===== config.mk =====
export PLATFORM = sky130hd
export DESIGN_NAME = binary_to_decimal_ascii_digits
export DESIGN_NICKNAME = d
export VERILOG_FILES = /design/src/hdl/bdad_pkg.sv /design/src/hdl/bdad_ctrl.sv /design/src/hdl/bdad_dpath.sv /design/src/hdl/binary_to_decimal_ascii_digits.sv
export SDC_FILE = /design/constraint.sdc
export NUM_CORES = 1
export LEC_CHECK = 0
export BUFFER_PORTS_ARGS = -buffer_cell sky130_fd_sc_hd__buf_4
export CAP_MARGIN = 40
export CORE_AREA = 2 2 146 148
export DETAILED_ROUTE_END_ITERATION = 8
export DIE_AREA = 0 0 148 150
export MAX_ROUTING_LAYER = met4
export SLEW_MARGIN = 0
export SYNTH_ARGS = -nofsm -noshare
export SYNTH_HDL_FRONTEND = slang
export SYNTH_SLANG_ARGS = --single-unit

===== constraint.sdc =====
create_clock -name clk_i -period 12.1 [get_ports clk_i]
set_input_delay 1.815 -clock clk_i [delete_from_list [all_inputs] [get_ports clk_i]]
set_output_delay 1.815 -clock clk_i [all_outputs]
set_load 0.01 [all_outputs]

===== src/hdl/bdad_pkg.sv =====
`timescale 1ns / 1ps
// ----------------------------------------------------------------------------
// bdad_pkg
// Shared types, constants and helpers for the binary to decimal ASCII
// digit converter.
// ----------------------------------------------------------------------------
package bdad_pkg;

  localparam int MaxDigits = 5;
  localparam int IdxW      = (MaxDigits > 1) ? $clog2(MaxDigits) : 1;
  localparam int ValueW    = 16;
  localparam int CountW    = 3;
  localparam int RowW      = 3;
  localparam int ColW      = 6;
  localparam int CharW     = 6;
  localparam int DigitW    = 4;

  // floor(n / 10) == (n * RecipTen) >> RecipShift for n <= 43698
  localparam logic [ValueW-1:0] RecipTen   = 16'd52429;
  localparam int                RecipShift = 19;

  localparam logic [CharW-1:0] CharZero = 6'h30;

  typedef enum logic [1:0] {
    StIdle,
    StConvert,
    StEmit
  } bdad_state_e;

  typedef struct packed {
    logic load;
    logic step;
    logic advance;
  } bdad_cmd_t;

  typedef struct packed {
    logic conv_last;
    logic emit_last;
  } bdad_stat_t;

  // index of the most significant digit to emit, from the clamped count
  function automatic logic [IdxW-1:0] last_index(input logic [CountW-1:0] count);
    logic [IdxW-1:0] res;
    if (count == '0) begin
      res = '0;
    end else if (int'(count) > MaxDigits) begin
      res = IdxW'(MaxDigits - 1);
    end else begin
      res = IdxW'(count - CountW'(1));
    end
    return res;
  endfunction

endpackage


===== src/hdl/bdad_ctrl.sv =====
`timescale 1ns / 1ps
// ----------------------------------------------------------------------------
// bdad_ctrl
// Sequencer: accept an item, run one divide step per digit, then emit
// the characters one transfer at a time.
// ----------------------------------------------------------------------------
module bdad_ctrl (
  input  logic                clk_i,
  input  logic                rst_ni,
  input  logic                in_valid_i,
  output logic                in_ready_o,
  output logic                out_valid_o,
  input  logic                out_ready_i,
  input  bdad_pkg::bdad_stat_t stat_i,
  output bdad_pkg::bdad_cmd_t  cmd_o
);
  import bdad_pkg::*;

  bdad_state_e state_q, state_d;

  always_ff @(posedge clk_i or negedge rst_ni) begin
    if (!rst_ni) begin
      state_q <= StIdle;
    end else begin
      state_q <= state_d;
    end
  end

  always_comb begin
    state_d = state_q;
    case (state_q)
      StIdle: begin
        if (in_valid_i) state_d = StConvert;
      end
      StConvert: begin
        if (stat_i.conv_last) state_d = StEmit;
      end
      StEmit: begin
        if (out_ready_i && stat_i.emit_last) state_d = StIdle;
      end
      default: state_d = StIdle;
    endcase
  end

  always_comb begin
    in_ready_o  = 1'b0;
    out_valid_o = 1'b0;
    cmd_o       = '0;
    case (state_q)
      StIdle: begin
        in_ready_o = 1'b1;
        cmd_o.load = in_valid_i;
      end
      StConvert: begin
        cmd_o.step = 1'b1;
      end
      StEmit: begin
        out_valid_o   = 1'b1;
        cmd_o.advance = out_ready_i;
      end
      default: begin
        in_ready_o = 1'b0;
      end
    endcase
  end

endmodule


===== src/hdl/bdad_dpath.sv =====
`timescale 1ns / 1ps
// ----------------------------------------------------------------------------
// bdad_dpath
// Datapath: magnitude, shared divide-by-ten step, digit registers and
// character formatting.
// ----------------------------------------------------------------------------
module bdad_dpath (
  input  logic                          clk_i,
  input  logic                          rst_ni,
  input  logic [bdad_pkg::ValueW-1:0]   value_i,
  input  logic [bdad_pkg::CountW-1:0]   digit_count_i,
  input  logic [bdad_pkg::RowW-1:0]     row_i,
  input  logic [bdad_pkg::ColW-1:0]     column_i,
  input  bdad_pkg::bdad_cmd_t           cmd_i,
  output bdad_pkg::bdad_stat_t          stat_o,
  output logic [bdad_pkg::CharW-1:0]    char_code_o,
  output logic [bdad_pkg::RowW-1:0]     row_out_o,
  output logic [bdad_pkg::ColW-1:0]     column_out_o,
  output logic                          positioned_o,
  output logic                          last_char_o
);
  import bdad_pkg::*;

  logic [ValueW-1:0]   val_q, val_d;
  logic [IdxW-1:0]     last_q;
  logic [IdxW-1:0]     idx_q, idx_d;
  logic [RowW-1:0]     row_q;
  logic [ColW-1:0]     col_q;
  logic [DigitW-1:0]   digit_q [MaxDigits];

  logic [ValueW-1:0]   mag;
  logic [2*ValueW-1:0] prod;
  logic [ValueW-1:0]   quot;
  logic [ValueW-1:0]   quot_x10;
  logic [ValueW-1:0]   rem_full;
  logic                first;

  assign mag      = value_i[ValueW-1] ? (~value_i + ValueW'(1)) : value_i;
  assign prod     = (2*ValueW)'(val_q) * (2*ValueW)'(RecipTen);
  assign quot     = ValueW'(prod >> RecipShift);
  assign quot_x10 = (quot << 3) + (quot << 1);
  assign rem_full = val_q - quot_x10;

  always_comb begin
    val_d = val_q;
    idx_d = idx_q;
    if (cmd_i.load) begin
      val_d = mag;
      idx_d = '0;
    end else if (cmd_i.step) begin
      val_d = quot;
      if (idx_q != last_q) idx_d = idx_q + IdxW'(1);
    end else if (cmd_i.advance) begin
      if (idx_q != '0) idx_d = idx_q - IdxW'(1);
    end
  end

  always_ff @(posedge clk_i or negedge rst_ni) begin
    if (!rst_ni) begin
      val_q  <= '0;
      idx_q  <= '0;
      last_q <= '0;
      row_q  <= '0;
      col_q  <= '0;
    end else begin
      val_q <= val_d;
      idx_q <= idx_d;
      if (cmd_i.load) begin
        last_q <= last_index(digit_count_i);
        row_q  <= row_i;
        col_q  <= column_i;
      end
    end
  end

  always_ff @(posedge clk_i) begin
    if (cmd_i.step) begin
      digit_q[idx_q] <= rem_full[DigitW-1:0];
    end
  end

  assign stat_o.conv_last = (idx_q == last_q);
  assign stat_o.emit_last = (idx_q == '0);

  assign first        = (idx_q == last_q);
  assign char_code_o  = CharZero | CharW'(digit_q[idx_q]);
  assign row_out_o    = first ? row_q : '0;
  assign column_out_o = first ? col_q : '0;
  assign positioned_o = first;
  assign last_char_o  = (idx_q == '0);

endmodule


===== src/hdl/binary_to_decimal_ascii_digits.sv =====
`timescale 1ns / 1ps
// Throughput: one character per cycle while out_ready_i is high.
// The shared divide-by-ten step produces one digit per cycle; one item is in work at a time.
// Reset: rst_ni asynchronous active low returns the sequencer to idle, ready for input,
// and clears the working value, index and position registers.
// ----------------------------------------------------------------------------
// binary_to_decimal_ascii_digits
// Converts a signed value to its lowest decimal digits as ASCII characters,
// most significant first, one character per output transfer.
// ----------------------------------------------------------------------------
module binary_to_decimal_ascii_digits (
  input  logic                        clk_i,
  input  logic                        rst_ni,
  input  logic                        in_valid_i,
  output logic                        in_ready_o,
  input  logic [bdad_pkg::ValueW-1:0] value_i,
  input  logic [bdad_pkg::CountW-1:0] digit_count_i,
  input  logic [bdad_pkg::RowW-1:0]   row_i,
  input  logic [bdad_pkg::ColW-1:0]   column_i,
  output logic                        out_valid_o,
  input  logic                        out_ready_i,
  output logic [bdad_pkg::CharW-1:0]  char_code_o,
  output logic [bdad_pkg::RowW-1:0]   row_out_o,
  output logic [bdad_pkg::ColW-1:0]   column_out_o,
  output logic                        positioned_o,
  output logic                        last_char_o
);
  import bdad_pkg::*;

  bdad_cmd_t  cmd;
  bdad_stat_t stat;

  bdad_ctrl u_ctrl (
    .clk_i       (clk_i),
    .rst_ni      (rst_ni),
    .in_valid_i  (in_valid_i),
    .in_ready_o  (in_ready_o),
    .out_valid_o (out_valid_o),
    .out_ready_i (out_ready_i),
    .stat_i      (stat),
    .cmd_o       (cmd)
  );

  bdad_dpath u_dpath (
    .clk_i         (clk_i),
    .rst_ni        (rst_ni),
    .value_i       (value_i),
    .digit_count_i (digit_count_i),
    .row_i         (row_i),
    .column_i      (column_i),
    .cmd_i         (cmd),
    .stat_o        (stat),
    .char_code_o   (char_code_o),
    .row_out_o     (row_out_o),
    .column_out_o  (column_out_o),
    .positioned_o  (positioned_o),
    .last_char_o   (last_char_o)
  );

endmodule


# Yosys cells after proc, flatten, opt, wreduce, memory -nomap -nowiden
# Memory sizes are Yosys's and may differ from the RTL's.
# Index checks and enable logic that the tools add are counted.
word_totals:
  regBits: 33
  mem_bits_rw: 20
  n_memories: 1
mem_list:
  columns: ["name", "depth", "width", "rd", "rd_ports_with_merged_regs", "write_ports", "line", "source"]
  rows:
  - ["u_dpath.digit_q", 5, 4, 1, 0, 1, "bdad_dpath.sv:29", "logic [DigitW-1:0] digit_q [MaxDigits];"]
classes:
  n_addsub: 6
  multipliers: 1
  n_lt_le_gt_ge: 1
  eq_ne: 8
  muxes: 23
  n_bitwise: 1
  n_reduce_logical: 10
op_table:
  columns: ["cell", "n"]
  rows:
  - ["$mux 16", 3]
  - ["$mul 16x16->32 const B", 1]
  - ["$mux 3", 8]
  - ["$add 16x1->16 const B", 1]
  - ["$not 16->16", 1]
  - ["$reduce_bool 3->1", 3]
  - ["$mux 1", 7]
  - ["$logic_not 3->1", 2]
  - ["$mux 2", 3]
  - ["$mux 6", 1]
  - ["$pmux 2 s3", 1]
  - ["$reduce_and 3->1", 2]
  - ["$sub 3x1->3 const B", 2]
  - ["$add 4x4->4", 1]
  - ["$ne 2x1->1 const B", 2]
  - ["$sub 4x4->4", 1]
  - ["$add 3x1->3 const B", 1]
  - ["$eq 3x3->1", 1]
  - ["$gt 3x3->1 const B", 1]
  - ["$ne 3x1->1 const B", 1]
  - ["$ne 3x3->1", 1]
  - ["$eq 2x1->1 const B", 1]
  - ["$eq 2x2->1 const B", 1]
  - ["$logic_not 2->1", 1]
  - ["3 further kinds", 3]

# Logic depth before layout (Yosys ltp)
depth:
  depth_word: 5
  depth_mapped: 23
  ltp_nobuf: 23

# By module
# From an unflattened synthesis, not the netlist that was laid out.
unflattened:
  hier_cells: 732
  area_unflattened_um2: 7364.6
modules_own_cells:
  columns: ["module", "instances", "cells_each", "area_per_inst_um2", "seq_area_each_um2"]
  rows:
  - ["bdad_dpath", 1, 721, 7260.7, 1376.3]
  - ["bdad_ctrl", 1, 11, 103.8, 50.0]

# Worst setup path after synthesis
# Ideal clock, no wire load.
synth_timing:
  path_kind: "register to register"
  start: "register u_dpath.val_q[6]"
  end: "memory u_dpath.digit_q[0][3] (data pin)"
  arrival_time_ns: 5.176
  required_time_ns: 11.823
  slack_ns: 6.647
  stages_incl_launch_ff: 21
  path_buffers: 0
  synth_period_minus_slack_ns: 5.453
  path_cell_list: "dfrtp_1 > ha_1 > inv_1 > fa_1 > inv_1 > fa_1 > fa_1 > fa_1 > inv_1 > fa_1 > inv_1 > ha_1 > nand2_1 > o21ai_0 > o21bai_1 > a21oi_1 > xnor2_1 > ha_1 > xor2_1 > xnor2_1 > xnor2_1"
synth_between:
  elab_chain_len: 3
synth_lines:
  columns: ["item", "line", "source"]
  rows:
  - ["start: declaration", "bdad_dpath.sv:24", "logic [ValueW-1:0] val_q, val_d;"]
  - ["start signal: assignment", "bdad_dpath.sv:66", "val_q <= val_d;"]
  - ["$mul 16x16->32", "bdad_dpath.sv:39", "assign prod = (2*ValueW)'(val_q) * (2*ValueW)'(RecipTen);"]
  - ["$add 4x4->4", "bdad_dpath.sv:41", "assign quot_x10 = (quot << 3) + (quot << 1);"]
  - ["$sub 4x4->4", "bdad_dpath.sv:42", "assign rem_full = val_q - quot_x10;"]
  - ["via u_dpath.rem_full[3]", "bdad_dpath.sv:35", "logic [ValueW-1:0] rem_full;"]
  - ["end: declaration", "bdad_dpath.sv:29", null]
# The timed path passes the listed nets, and every way through them passes these cells.

# Worst setup path in the final report
layout_timing:
  start: "register u_dpath.val_q[7]"
  end: "memory u_dpath.digit_q[3][3] (data pin)"
# The elaborated chain is that of the path after synthesis.

==> run metrics <==
pins over their slew limit=0; Vias per Instance=4.73; initial antenna violation count=0; H-Tree Depth=2; Layout area overhead=11.7%; setup bufs post-CTS=0; dominant cell type by area after synthesis=ha_1; Routed WL per cell=15.8 µm; Synth Instances=716; clk sinks=53; Post-Syn Area per Cell=9.96 µm²; maxcap violations=0; clock latency on the worst-skew pair=0.30 ns; Post-Syn Area=7130 µm²; worst-path maximum fanout=6; clock buffer depth=2; Post-CTS Resized=0; Worst Path Required=12.18 ns; status=complete, no violations; Max stage delay on crit path=0.55 ns; Worst-Margin Slew=0.713 ns; post-synth top area share=0.239; hold_buf cts=0; Final Hold Vio Count=0; gpl congestion=0.920; # DRC=0; worst min path class=flop to flop; Final ANT Viol Nets=0; final WL=16.3 mm; grt ovf=0; Max-Slew Margin vs Limit=0.525; final period utilization=0.513; Die W=148 µm; vias=4902; number of primary I/O pins=51; largest net degree at the start of global routing=34; Starting Density=0.345; post-synthesis register bit count=53; WP data arrival=6.28 ns; initial DRC count=204; number of setup violations in the final report=0; RSZ-0062 raised after global routing=false; CTS Buf Count=5; Async SR Flop Fraction=0.623; CP Launch Type=flop; Placeable Area=20700 µm²; delay-heaviest family, CP=adder cells; synth unique cells=56; Fillers=2095; root buf cell=clkbuf_16; Critical path buffers and inverters=4; most frequent CP cell=fa_1; final net count=1009; crit path kind=flop to flop; dpl hpwl=14.0 mm; Die Area=22200 µm²; first-pass detailed-route iteration total=6; Post-synth EDFFs=20; CTS tree=built; Clock Skews=0.0122 ns; Worst setup EP type=flop; Die H=150 µm; register area share after synthesis=0.200; setup_tns=0 ns; PortBufs=48; share of cells above drive strength 1=0.0946; top cells by count, synth=inv_1, ha_1, fa_1, nand2_1, dfrtp_1; Tmin final=6.21 ns; fmax=0.161 GHz; total track usage=0.161; first-pass GRT wire length=27.2 mm; worst-path cell chain=ha_1 -> inv_1 -> fa_1 -> inv_1 -> fa_1 -> fa_1 -> fa_1 -> inv_1 -> fa_1 -> inv_1 -> ha_1 -> nand2_1 -> o21ai_0 -> o21bai_1 -> a21oi_1 -> xnor2_1 -> ha_1 -> xor2_1 -> xnor2_1 -> xnor2_1; vias in the first global route=5127; top_reg_cell synth=dfrtp_1; slowest CP cell=fa_1; row count=53; Worst-path clk slew=0.07 ns; Synth Warn #=0; Area contributors post-synth=ha_1, fa_1, dfrtp_1; Diodes inserted=0; most common cell in the netlist=inv_1
==> stage by stage <==
stage	worst slack (ns)	hold WS, ns	utilization	cells	instance area, µm²
after detailed placement	5.92	0.457	0.377	1028	7800
after global routing	5.47	0.495	0.385	1036	7960
after CTS	5.87	0.473	0.385	1036	7960
after global placement	6.09	0.452	0.376	1027	7790
final	5.89	0.474	0.385	1036	7960
after floorplan	6.65	0.437	-	717	7130
==> cell families (layout without fill, tap and decap cells) <==
| group | count (synthesis) | count (layout) | share of synthesized area |
|---|---|---|---|
| AO/OA/AOI/OAI | 81 | 81 | 0.0758 |
| XOR/XNOR | 40 | 40 | 0.0491 |
| adder cells (fa/ha/maj) | 217 | 217 | 0.466 |
| buffers and inverters | 183 | 227 | 0.0974 |
| flip-flops | 53 | 53 | 0.200 |
| multiplexers | 11 | 11 | 0.0232 |
| other | 1 | 2 | 0.000526 |
| AND/OR/NAND/NOR | 130 | 130 | 0.0876 |
==> cells in the final DEF, fill, tap and decap left out, drive strengths merged, types with 5 or more instances in the layout <==
| master | n |
|---|---|
| and2 | 11 |
| dfrtp | 33 |
| buf | 50 |
| or3 | 6 |
| fa | 81 |
| inv | 168 |
| nand3 | 13 |
| edfxtp | 20 |
| o21ai | 23 |
| xnor2 | 23 |
| ha | 136 |
| o22ai | 5 |
| nor2 | 13 |
| nand2 | 61 |
| clkbuf | 6 |
| a21oi | 22 |
| a21o | 5 |
| xor2 | 17 |
==> state kept, by name (all words and copies together), names as in the netlist <==
| name | flops |
|---|---|
| u_dpath.col_q | 6 |
| u_ctrl.state_q | 2 |
| u_dpath.val_q | 16 |
| u_dpath.idx_q | 3 |
| u_dpath.digit_q | 20 |
| u_dpath.row_q | 3 |
| u_dpath.last_q | 3 |
==> area by class of cell <==
cell class,instances,area [µm²],share of cell area
Multi-Input combinational cell,481,5010,0.630
Sequential cell,53,1430,0.179
Inverter,168,631,0.0792
Timing Repair Buffer,51,385,0.0484
Tap cell,275,344,0.0432
Clock buffer,6,129,0.0162
Clock inverter,2,33.8,0.00424
==> worst register-to-register path, cell delays in order (launching register included) <==
cell and delay (ns):
dfrtp_1 0.47, ha_1 0.41, inv_1 0.08, fa_1 0.54
inv_1 0.07, fa_1 0.50, fa_1 0.52, fa_1 0.55
inv_1 0.05, fa_1 0.53, inv_1 0.04, ha_1 0.29
nand2_1 0.05, o21ai_0 0.32, o21bai_1 0.22, a21oi_1 0.12
xnor2_1 0.38, ha_1 0.25, xor2_1 0.18, xnor2_1 0.10
xnor2_1 0.30
==> per-layer routing <==
layer	GRT usage	share of wire	vias to the layer above
li1	-	-	2409
met1	0.214	0.47	2370
met2	0.264	0.48	101
met3	0.0204	0.032	22
met4	0.0371	0.020	0
met5	-	0	-
==> path summary, 6_finish.rpt <==
path,cells past startpoint,startpoint,slack [ns],to
worst max-delay path,20,u_dpath.val_q[7]$_DFFE_PN0N_,5.89,u_dpath.digit_q[3][3]$_DFFE_PP_
worst min-delay path,2,u_dpath.row_q[2]$_DFFE_PN0P_,0.47,u_dpath.row_q[2]$_DFFE_PN0P_
worst max register to register,20,u_dpath.val_q[7]$_DFFE_PN0N_,5.89,u_dpath.digit_q[3][3]$_DFFE_PP_
worst min register to register,2,u_dpath.row_q[2]$_DFFE_PN0P_,0.47,u_dpath.row_q[2]$_DFFE_PN0P_
max in group asynchronous,1,rst_ni,10.34,u_dpath.idx_q[1]$_DFFE_PN0P_
min in group asynchronous,1,rst_ni,1.45,u_dpath.last_q[0]$_DFFE_PN0P_
Power is left out: the tool's default activity adds up to more than one toggle a clock period on the data nets, which glitch-free logic cannot reach.
